===== config.mk =====
export PLATFORM = sky130hd
export DESIGN_NAME = terminal_escape_key_decoder
export DESIGN_NICKNAME = d
export VERILOG_FILES = /design/src/design/tekd_pkg.sv /design/src/design/tekd_step.sv /design/src/design/terminal_escape_key_decoder.sv
export SDC_FILE = /design/constraint.sdc
export NUM_CORES = 1
export LEC_CHECK = 0
export BUFFER_PORTS_ARGS = -buffer_cell sky130_fd_sc_hd__buf_4
export CAP_MARGIN = 20
export CORE_MARGIN = 8
export CORE_UTILIZATION = 59
export CTS_BUF_LIST = sky130_fd_sc_hd__clkbuf_8
export DETAILED_ROUTE_END_ITERATION = 6
export GPL_TIMING_DRIVEN = 0
export MAX_ROUTING_LAYER = met4
export PLACE_DENSITY = 0.85
export REMOVE_ABC_BUFFERS = 1
export SLEW_MARGIN = 20
export SYNTH_ARGS = -nofsm -noshare
export SYNTH_HDL_FRONTEND = slang
export SYNTH_SLANG_ARGS = --single-unit

===== constraint.sdc =====
create_clock -name clk_i -period 4 [get_ports clk_i]
set_input_delay 0.4 -clock clk_i [delete_from_list [all_inputs] [get_ports clk_i]]
set_output_delay 0.4 -clock clk_i [all_outputs]
set_load 0.005 [all_outputs]

===== src/design/tekd_pkg.sv =====
// ----------------------------------------------------------------------------
// tekd_pkg
// shared types and codes for the terminal escape key decoder
// ----------------------------------------------------------------------------
package tekd_pkg;

  localparam int unsigned ByteW = 8;
  localparam int unsigned KeyW  = 5;
  localparam int unsigned KindW = 2;

  // parse phase, one-hot
  typedef enum logic [5:0] {
    PH_IDLE   = 6'b000001,
    PH_ESC    = 6'b000010,
    PH_SECOND = 6'b000100,
    PH_DIGIT  = 6'b001000,
    PH_MOD    = 6'b010000,
    PH_FINAL  = 6'b100000
  } phase_e;

  typedef enum logic [KindW-1:0] {
    KIND_BYTE = 2'd0,
    KIND_KEY  = 2'd1,
    KIND_FAIL = 2'd2
  } kind_e;

  localparam logic [KeyW-1:0] K_ESC        = 5'd0;
  localparam logic [KeyW-1:0] K_ALT_DIGIT0 = 5'd1;
  localparam logic [KeyW-1:0] K_ALT_PERIOD = 5'd11;
  localparam logic [KeyW-1:0] K_DELETE     = 5'd12;
  localparam logic [KeyW-1:0] K_PAGE_UP    = 5'd13;
  localparam logic [KeyW-1:0] K_PAGE_DOWN  = 5'd14;
  localparam logic [KeyW-1:0] K_CTRL_UP    = 5'd15;
  localparam logic [KeyW-1:0] K_CTRL_DOWN  = 5'd16;
  localparam logic [KeyW-1:0] K_CS_UP      = 5'd17;
  localparam logic [KeyW-1:0] K_CS_DOWN    = 5'd18;
  localparam logic [KeyW-1:0] K_CS_RIGHT   = 5'd19;
  localparam logic [KeyW-1:0] K_CS_LEFT    = 5'd20;
  localparam logic [KeyW-1:0] K_ALT_RIGHT  = 5'd21;
  localparam logic [KeyW-1:0] K_ALT_LEFT   = 5'd22;
  localparam logic [KeyW-1:0] K_UP         = 5'd23;
  localparam logic [KeyW-1:0] K_DOWN       = 5'd24;
  localparam logic [KeyW-1:0] K_RIGHT      = 5'd25;
  localparam logic [KeyW-1:0] K_LEFT       = 5'd26;

  localparam logic [ByteW-1:0] CH_ESC    = 8'h1B;
  localparam logic [ByteW-1:0] CH_LBRACK = 8'h5B;
  localparam logic [ByteW-1:0] CH_TILDE  = 8'h7E;
  localparam logic [ByteW-1:0] CH_SEMI   = 8'h3B;
  localparam logic [ByteW-1:0] CH_PERIOD = 8'h2E;
  localparam logic [ByteW-1:0] CH_ZERO   = 8'h30;
  localparam logic [ByteW-1:0] CH_NINE   = 8'h39;
  localparam logic [ByteW-1:0] CH_THREE  = 8'h33;
  localparam logic [ByteW-1:0] CH_FIVE   = 8'h35;
  localparam logic [ByteW-1:0] CH_SIX    = 8'h36;
  localparam logic [ByteW-1:0] CH_A      = 8'h41;
  localparam logic [ByteW-1:0] CH_B      = 8'h42;
  localparam logic [ByteW-1:0] CH_C      = 8'h43;
  localparam logic [ByteW-1:0] CH_D      = 8'h44;

  typedef struct packed {
    phase_e           phase;
    logic             bracket;
    logic [ByteW-1:0] digit;
    logic [ByteW-1:0] modifier;
  } parse_state_t;

  typedef struct packed {
    kind_e            kind;
    logic [ByteW-1:0] byte_value;
    logic [KeyW-1:0]  key_code;
  } result_t;

endpackage


===== src/design/tekd_step.sv =====
// ----------------------------------------------------------------------------
// tekd_step
// one parse step: next state and optional result for one request
// ----------------------------------------------------------------------------
module tekd_step (
  input  tekd_pkg::parse_state_t       state_i,
  input  logic [tekd_pkg::ByteW-1:0]   in_byte_i,
  input  logic                         no_byte_i,
  output tekd_pkg::parse_state_t       state_o,
  output logic                         res_valid_o,
  output tekd_pkg::result_t            res_o
);

  function automatic logic [tekd_pkg::KeyW-1:0] decode_mod(
    input logic [tekd_pkg::ByteW-1:0] m,
    input logic [tekd_pkg::ByteW-1:0] f
  );
    logic [tekd_pkg::KeyW-1:0] k;
    k = tekd_pkg::K_ESC;
    if (m == tekd_pkg::CH_FIVE) begin
      if (f == tekd_pkg::CH_A) k = tekd_pkg::K_CTRL_UP;
      else if (f == tekd_pkg::CH_B) k = tekd_pkg::K_CTRL_DOWN;
    end else if (m == tekd_pkg::CH_SIX) begin
      if (f == tekd_pkg::CH_A) k = tekd_pkg::K_CS_UP;
      else if (f == tekd_pkg::CH_B) k = tekd_pkg::K_CS_DOWN;
      else if (f == tekd_pkg::CH_C) k = tekd_pkg::K_CS_RIGHT;
      else if (f == tekd_pkg::CH_D) k = tekd_pkg::K_CS_LEFT;
    end else if (m == tekd_pkg::CH_THREE) begin
      if (f == tekd_pkg::CH_C) k = tekd_pkg::K_ALT_RIGHT;
      else if (f == tekd_pkg::CH_D) k = tekd_pkg::K_ALT_LEFT;
    end
    return k;
  endfunction

  logic                      is_digit;
  logic [tekd_pkg::KeyW-1:0] key;
  logic                      key_hit;

  assign is_digit = (in_byte_i >= tekd_pkg::CH_ZERO) && (in_byte_i <= tekd_pkg::CH_NINE);

  always_comb begin
    state_o          = state_i;
    res_valid_o      = 1'b0;
    res_o.kind       = tekd_pkg::KIND_BYTE;
    res_o.byte_value = '0;
    res_o.key_code   = '0;
    key              = tekd_pkg::K_ESC;
    key_hit          = 1'b0;

    unique case (state_i.phase)
      tekd_pkg::PH_ESC: begin
        if (no_byte_i) begin
          key_hit = 1'b1;
        end else if (is_digit) begin
          key_hit = 1'b1;
          key     = tekd_pkg::K_ALT_DIGIT0 + tekd_pkg::KeyW'(in_byte_i - tekd_pkg::CH_ZERO);
        end else if (in_byte_i == tekd_pkg::CH_PERIOD) begin
          key_hit = 1'b1;
          key     = tekd_pkg::K_ALT_PERIOD;
        end else begin
          state_o.bracket = (in_byte_i == tekd_pkg::CH_LBRACK);
          state_o.phase   = tekd_pkg::PH_SECOND;
        end
      end
      tekd_pkg::PH_SECOND: begin
        if (no_byte_i || !state_i.bracket) begin
          key_hit = 1'b1;
        end else if (is_digit) begin
          state_o.digit = in_byte_i;
          state_o.phase = tekd_pkg::PH_DIGIT;
        end else begin
          key_hit = 1'b1;
          unique case (in_byte_i)
            tekd_pkg::CH_A: key = tekd_pkg::K_UP;
            tekd_pkg::CH_B: key = tekd_pkg::K_DOWN;
            tekd_pkg::CH_C: key = tekd_pkg::K_RIGHT;
            tekd_pkg::CH_D: key = tekd_pkg::K_LEFT;
            default:        key = tekd_pkg::K_ESC;
          endcase
        end
      end
      tekd_pkg::PH_DIGIT: begin
        if (!no_byte_i && in_byte_i == tekd_pkg::CH_SEMI) begin
          state_o.phase = tekd_pkg::PH_MOD;
        end else begin
          key_hit = 1'b1;
          if (!no_byte_i && in_byte_i == tekd_pkg::CH_TILDE) begin
            unique case (state_i.digit)
              tekd_pkg::CH_THREE: key = tekd_pkg::K_DELETE;
              tekd_pkg::CH_FIVE:  key = tekd_pkg::K_PAGE_UP;
              tekd_pkg::CH_SIX:   key = tekd_pkg::K_PAGE_DOWN;
              default:            key = tekd_pkg::K_ESC;
            endcase
          end
        end
      end
      tekd_pkg::PH_MOD: begin
        if (no_byte_i) begin
          key_hit = 1'b1;
        end else begin
          state_o.modifier = in_byte_i;
          state_o.phase    = tekd_pkg::PH_FINAL;
        end
      end
      tekd_pkg::PH_FINAL: begin
        key_hit = 1'b1;
        if (!no_byte_i) key = decode_mod(state_i.modifier, in_byte_i);
      end
      default: begin
        // idle, and any code that cannot arise
        state_o.phase = tekd_pkg::PH_IDLE;
        if (no_byte_i) begin
          res_valid_o = 1'b1;
          res_o.kind  = tekd_pkg::KIND_FAIL;
        end else if (in_byte_i == tekd_pkg::CH_ESC) begin
          state_o.phase = tekd_pkg::PH_ESC;
        end else begin
          res_valid_o      = 1'b1;
          res_o.byte_value = in_byte_i;
        end
      end
    endcase

    if (key_hit) begin
      state_o.phase  = tekd_pkg::PH_IDLE;
      res_valid_o    = 1'b1;
      res_o.kind     = tekd_pkg::KIND_KEY;
      res_o.key_code = key;
    end
  end

endmodule


===== src/design/terminal_escape_key_decoder.sv =====
// ----------------------------------------------------------------------------
// terminal_escape_key_decoder
// decodes a terminal byte stream into plain bytes and escape-sequence keys
// ----------------------------------------------------------------------------
// an accepted request's result is registered and shows on the output in the next cycle
// throughput: one request per cycle while the result side is ready, set by the single result register
// a request that ends no result (ESC or a partial sequence) only moves state
// reset: asynchronous active-low, parser returns to idle, output empties
// ----------------------------------------------------------------------------
module terminal_escape_key_decoder (
  input  logic        clk_i,
  input  logic        rst_ni,
  // input stream
  input  logic        s_axis_tvalid,
  output logic        s_axis_tready,
  input  logic [7:0]  s_axis_tdata,   // [7:0] in_byte
  input  logic [0:0]  s_axis_tuser,   // [0] no_byte
  // result stream
  output logic        m_axis_tvalid,
  input  logic        m_axis_tready,
  output logic [15:0] m_axis_tdata,   // [7:0] byte_value, [12:8] key_code, rest zero
  output logic [1:0]  m_axis_tuser    // [1:0] result_kind
);

  // parser state and step logic
  tekd_pkg::parse_state_t state_q, state_d;
  logic                   res_valid;
  tekd_pkg::result_t      res;

  // output register
  logic              out_valid_q, out_valid_d;
  tekd_pkg::result_t out_q, out_d;

  logic in_acc;

  // ready whenever the result register is free or draining this cycle
  assign s_axis_tready = !out_valid_q || m_axis_tready;
  assign in_acc        = s_axis_tvalid && s_axis_tready;

  tekd_step u_step (
    .state_i     (state_q),
    .in_byte_i   (s_axis_tdata),
    .no_byte_i   (s_axis_tuser[0]),
    .state_o     (state_d),
    .res_valid_o (res_valid),
    .res_o       (res)
  );

  always_comb begin
    out_valid_d = out_valid_q;
    out_d       = out_q;
    if (m_axis_tready) out_valid_d = 1'b0;
    if (in_acc && res_valid) begin
      out_valid_d = 1'b1;
      out_d       = res;
    end
  end

  // control state
  always_ff @(posedge clk_i or negedge rst_ni) begin
    if (!rst_ni) begin
      state_q.phase    <= tekd_pkg::PH_IDLE;
      state_q.bracket  <= 1'b0;
      state_q.digit    <= '0;
      state_q.modifier <= '0;
      out_valid_q      <= 1'b0;
    end else begin
      if (in_acc) state_q <= state_d;
      out_valid_q <= out_valid_d;
    end
  end

  // result payload, no reset needed
  always_ff @(posedge clk_i) begin
    out_q <= out_d;
  end

  assign m_axis_tvalid = out_valid_q;
  assign m_axis_tdata  = {3'b000, out_q.key_code, out_q.byte_value};
  assign m_axis_tuser  = out_q.kind;

  // a failure or key result never carries a byte, a byte result never a key
  a_fields_clean: assert property (@(posedge clk_i) disable iff (!rst_ni)
    m_axis_tvalid |->
      ((m_axis_tuser == tekd_pkg::KIND_BYTE) && (m_axis_tdata[12:8] == '0)) ||
      ((m_axis_tuser == tekd_pkg::KIND_KEY)  && (m_axis_tdata[7:0] == '0)) ||
      ((m_axis_tuser == tekd_pkg::KIND_FAIL) && (m_axis_tdata == '0)))
    else $error("result fields not clean for kind");

  // an ESC taken while idle opens a sequence and gives no result
  a_esc_opens: assert property (@(posedge clk_i) disable iff (!rst_ni)
    (in_acc && state_q.phase == tekd_pkg::PH_IDLE && !s_axis_tuser[0] &&
     s_axis_tdata == tekd_pkg::CH_ESC)
    |=> (state_q.phase == tekd_pkg::PH_ESC) && !(m_axis_tvalid && !$past(out_valid_q)))
    else $error("esc did not open a sequence");

  // a missing byte, inside a sequence or while idle, returns the parser to idle with a result
  a_timeout_idle: assert property (@(posedge clk_i) disable iff (!rst_ni)
    (in_acc && s_axis_tuser[0]) |=> (state_q.phase == tekd_pkg::PH_IDLE) && m_axis_tvalid)
    else $error("missing byte did not end the sequence");

endmodule


==> PnR_summary.wiki <==
{| class="wikitable"
! Metric !! Value
|-
| Cells after Synth || 233
|-
| Number of sinks on the clock net || 39
|-
| Number of setup violations in the final report || 0
|-
| Maximum root-to-sink buffer count || 2
|-
| FMAX || 289 MHz
|-
| CTS Root Buffer Type || sky130_fd_sc_hd__clkbuf_8
|-
| Ordered list of cells on the worst path || nor3_1 -> nand3_1 -> a2111oi_1 -> or4_1 -> nor2_1 -> nor2_2
|-
| P per Cell Area || 305 mW/mm^2
|-
| Netlist Area Pre-Place || 0.00227 sq mm
|-
| RSZ-0062 raised after global routing || false
|-
| Number of antenna repair diodes || 0
|-
| Post-layout net count || 275
|-
| Number of buffers inserted to repair setup after CTS || 0
|-
| CP required || 3.92 ns
|-
| Slew of the pin with the lowest slew margin || 0.954 ns
|-
| DIE AREA || 0.00608 sq mm
|-
| Count of cell types in the netlist || 53
|-
| Number of standard cells in the final layout excluding fillers || 307
|-
| TritonCTS buffer count || 5
|-
| Share of async-settable or async-resettable flops after synthesis || 61.5%
|-
| Number of nets with antenna violations after detailed routing || 0
|-
| Hold Vio Cnt, Final || 8
|-
| PnR Total Power || 783 uW
|-
| CTS tree || built
|-
| Post-synth EDFFs || 15
|-
| Vias per inst || 6.21
|-
| Starting Density || 61.5%
|-
| Family of cells with the greatest summed delay on the critical path || simple AND/OR/NAND/NOR gates
|-
| RePlAce Congestion || 0.940
|-
| Share of post-route cells with drive strength above 1 || 20.1%
|-
| Violations in the final reports || hold timing
|-
| Total congestion overflow after global routing || 0
|-
| Number of core rows || 22
|-
| Worst stage delay on the critical path || 0.93 ns
|-
| Resized Gates After CTS || 0
|-
| Later-pin clock latency in the skew report || 0.29 ns
|-
| Arrival time at the worst endpoint || 3.38 ns
|-
| Maximum number of pins on one net before global-route repair || 25
|-
| Overall routing resource usage || 18.5%
|-
| Critical path peak fanout || 15
|-
| Number of maximum-capacitance constraint violations || 0
|-
| Critical Path Sink Type || register
|-
| Hold Buf Count CTS || 0
|-
| Post-DP HPWL || 3990 um
|-
| Total via count after detailed routing || 1,907
|-
| Period minus WS final || 3.46 ns
|-
| Maximum level of the CTS H-tree || 2
|-
| Clock Skew || 0.00821 ns
|-
| Number of synthesized register bits || 39
|-
| Top library cells by usage in the layout, fill and taps aside || sky130_fd_sc_hd__buf_4, sky130_fd_sc_hd__dfrtp_1, sky130_fd_sc_hd__nand2_1, sky130_fd_sc_hd__nor2_1, sky130_fd_sc_hd__edfxtp_1
|-
| First-pass GRT wire length || 8890 um
|-
| Launching element type of the critical path || register
|-
| DR pass1 iterations || 4
|-
| Die Wd || 78.0 um
|-
| Part of the Yosys area used for sequential elements || 46.4%
|-
| Average wire length per cell after detail routing || 17.2 um
|-
| I/O pin count || 33
|-
| Dominant cells by area after synthesis || sky130_fd_sc_hd__dfrtp_1, sky130_fd_sc_hd__edfxtp_1, sky130_fd_sc_hd__mux2_2
|-
| Fillcell total || 301
|-
| WP buf/inv || 0
|-
| Static leakage || 0.00108 uW
|-
| # DRC || 0
|-
| Critical path type || reg2reg
|-
| Path category of the worst min-delay check || in2async
|-
| Peak supply drop || 0.000240 V
|-
| Instance count after placement with tap cells included || 299
|-
| Routed WL || 5280 um
|-
| Antenna violations before repair || 0
|-
| Final Max Slew Viols || 0
|-
| I/O Buffers || 29
|-
| Run status || finished with violations
|-
| Post-CTS clock slew at the launch and capture registers of the worst setup and hold paths || 0.08 ns
|-
| Hold Slack || -0.00611 ns
|-
| Most used DFF post-synth || sky130_fd_sc_hd__dfrtp_1
|-
| Std-Cell Core Area || 0.00369 sq mm
|-
| Die Y-Extent || 78.0 um
|-
| Avg Cell Area, Syn || 9.74 sq um
|-
| Most frequent standard cell in the layout excluding fill and tap cells || sky130_fd_sc_hd__buf_4
|-
| Vias in the first global route || 1,859
|-
| Cell type with the largest total area after synthesis || sky130_fd_sc_hd__dfrtp_1
|-
| Cell at the slowest stage of the critical path || sky130_fd_sc_hd__a2111oi_1
|-
| Syn. warnings || 0
|-
| Synthesis-to-layout area growth || 13.3%
|-
| Worst slew margin relative to its limit || 36.2%
|-
| Starting DRC count in detailed routing || 134
|-
| Final worst-path cycle share || 86.4%
|-
| Area share of the largest cell type after synthesis || 25.4%
|}
## cell usage after synthesis, types with 2 or more instances
master and count:
sky130_fd_sc_hd__nand4_1 2, sky130_fd_sc_hd__o211a_1 2, sky130_fd_sc_hd__nor4_1 11, sky130_fd_sc_hd__edfxtp_1 15
sky130_fd_sc_hd__nand4b_1 4, sky130_fd_sc_hd__o31ai_1 3, sky130_fd_sc_hd__or4_1 3, sky130_fd_sc_hd__nand2b_1 12
sky130_fd_sc_hd__o21ai_0 12, sky130_fd_sc_hd__mux2_2 9, sky130_fd_sc_hd__a211oi_1 2, sky130_fd_sc_hd__and2_1 6
sky130_fd_sc_hd__a21o_1 2, sky130_fd_sc_hd__a31oi_1 3, sky130_fd_sc_hd__xnor2_1 2, sky130_fd_sc_hd__nand3b_1 2
sky130_fd_sc_hd__inv_1 9, sky130_fd_sc_hd__nand3_1 10, sky130_fd_sc_hd__o22ai_1 2, sky130_fd_sc_hd__a21oi_1 6
sky130_fd_sc_hd__buf_4 3, sky130_fd_sc_hd__clkbuf_1 5, sky130_fd_sc_hd__o211ai_1 2, sky130_fd_sc_hd__nor2_1 20
sky130_fd_sc_hd__ha_1 4, sky130_fd_sc_hd__buf_2 3, sky130_fd_sc_hd__xor2_1 4, sky130_fd_sc_hd__nand2_1 19
sky130_fd_sc_hd__nor3_1 9, sky130_fd_sc_hd__dfrtp_1 23, sky130_fd_sc_hd__nor3b_1 2
## routing by layer
layer  GRT usage [%]  part of all wire [%]  routed length, um  up-vias
met5               -                     0                  0        -
met4            9.07                   2.9                155        0
met3            7.49                   8.1                428       15
met2            27.2                    46               2410       79
met1            21.5                    43               2290      906
li1                -                     -                  -      907
## cell type report
cell class                 instances  area [sq um]  area share [%]
multi-input combinational        174          1120            43.6
clock inverter                     3          16.3           0.633
inverter                           9          33.8            1.31
timing repair buffer              29           218            8.47
clock buffer                       5          68.8            2.68
sequential                        39          1050            40.9
tap                               48          60.1            2.34
## registers in the layout (all words and copies together), names as in the netlist
name / flops
state_q: 23
m_axis_tdata: 13
m_axis_tuser: 2
m_axis_tvalid: 1
## worst paths after layout
kind                                          from                       endpoint  slack (ns)  cells after the start
max                        state_q[22]$_DFFE_PN0P_  m_axis_tdata[8]$_SDFFCE_PP0P_        0.54                      6
min                                         rst_ni      m_axis_tvalid$_DFFE_PN0P_      -0.006                      1
max reg2reg                state_q[22]$_DFFE_PN0P_  m_axis_tdata[8]$_SDFFCE_PP0P_        0.54                      6
min reg2reg                state_q[13]$_DFFE_PN0P_        state_q[13]$_DFFE_PN0P_        0.48                      1
max in group asynchronous                   rst_ni        state_q[17]$_DFFE_PN1P_        3.72                      1
min in group clk_i                 s_axis_tdata[1]         state_q[1]$_DFFE_PN0P_        0.39                      2
## report_power, final
group / switching, uW / internal, uW
logic: 53.6 / 37.1
clock network: 135 / 119
registers: 6.55 / 431
total: 195 / 588
## through the flow
stage / util, % / setup slack, ns / TNS (ns) / hold slack [ns] / area, sq um
6_report: 69.7 / 0.542 / 0 / -0.00611 / 2570
5_1_grt: 69.7 / 0.392 / 0 / 0.0144 / 2570
4_1_cts: 69.6 / 0.0812 / 0 / 0.00568 / 2570
3_5_place_dp: 67.3 / -0.152 / -2.28 / 0.323 / 2480
3_3_place_gp: 67.3 / -0.0687 / -1.02 / 0.315 / 2480
2_1_floorplan: - / 0.922 / 0 / 0.104 / 2200
## cells by family after synthesis
| family | synth area share, % |
|---|---|
| xor gates and xnor gates | 2.32 |
| DFF | 46.4 |
| and+or+nand+nor | 26.2 |
| buffers and inverters | 4.69 |
| other | 0.165 |
| muxes | 4.91 |
| AOI/OAI and AO/OA | 13.1 |
| adders and majority gates | 2.21 |
## worst reg2reg max path: stages, from the launching register on
cell and delay (ns):
sky130_fd_sc_hd__dfrtp_1 0.45, sky130_fd_sc_hd__nor3_1 0.31, sky130_fd_sc_hd__nand3_1 0.28, sky130_fd_sc_hd__a2111oi_1 0.93
sky130_fd_sc_hd__or4_1 0.43, sky130_fd_sc_hd__nor2_1 0.16, sky130_fd_sc_hd__nor2_2 0.53
(Power assumes the default switching activity.)
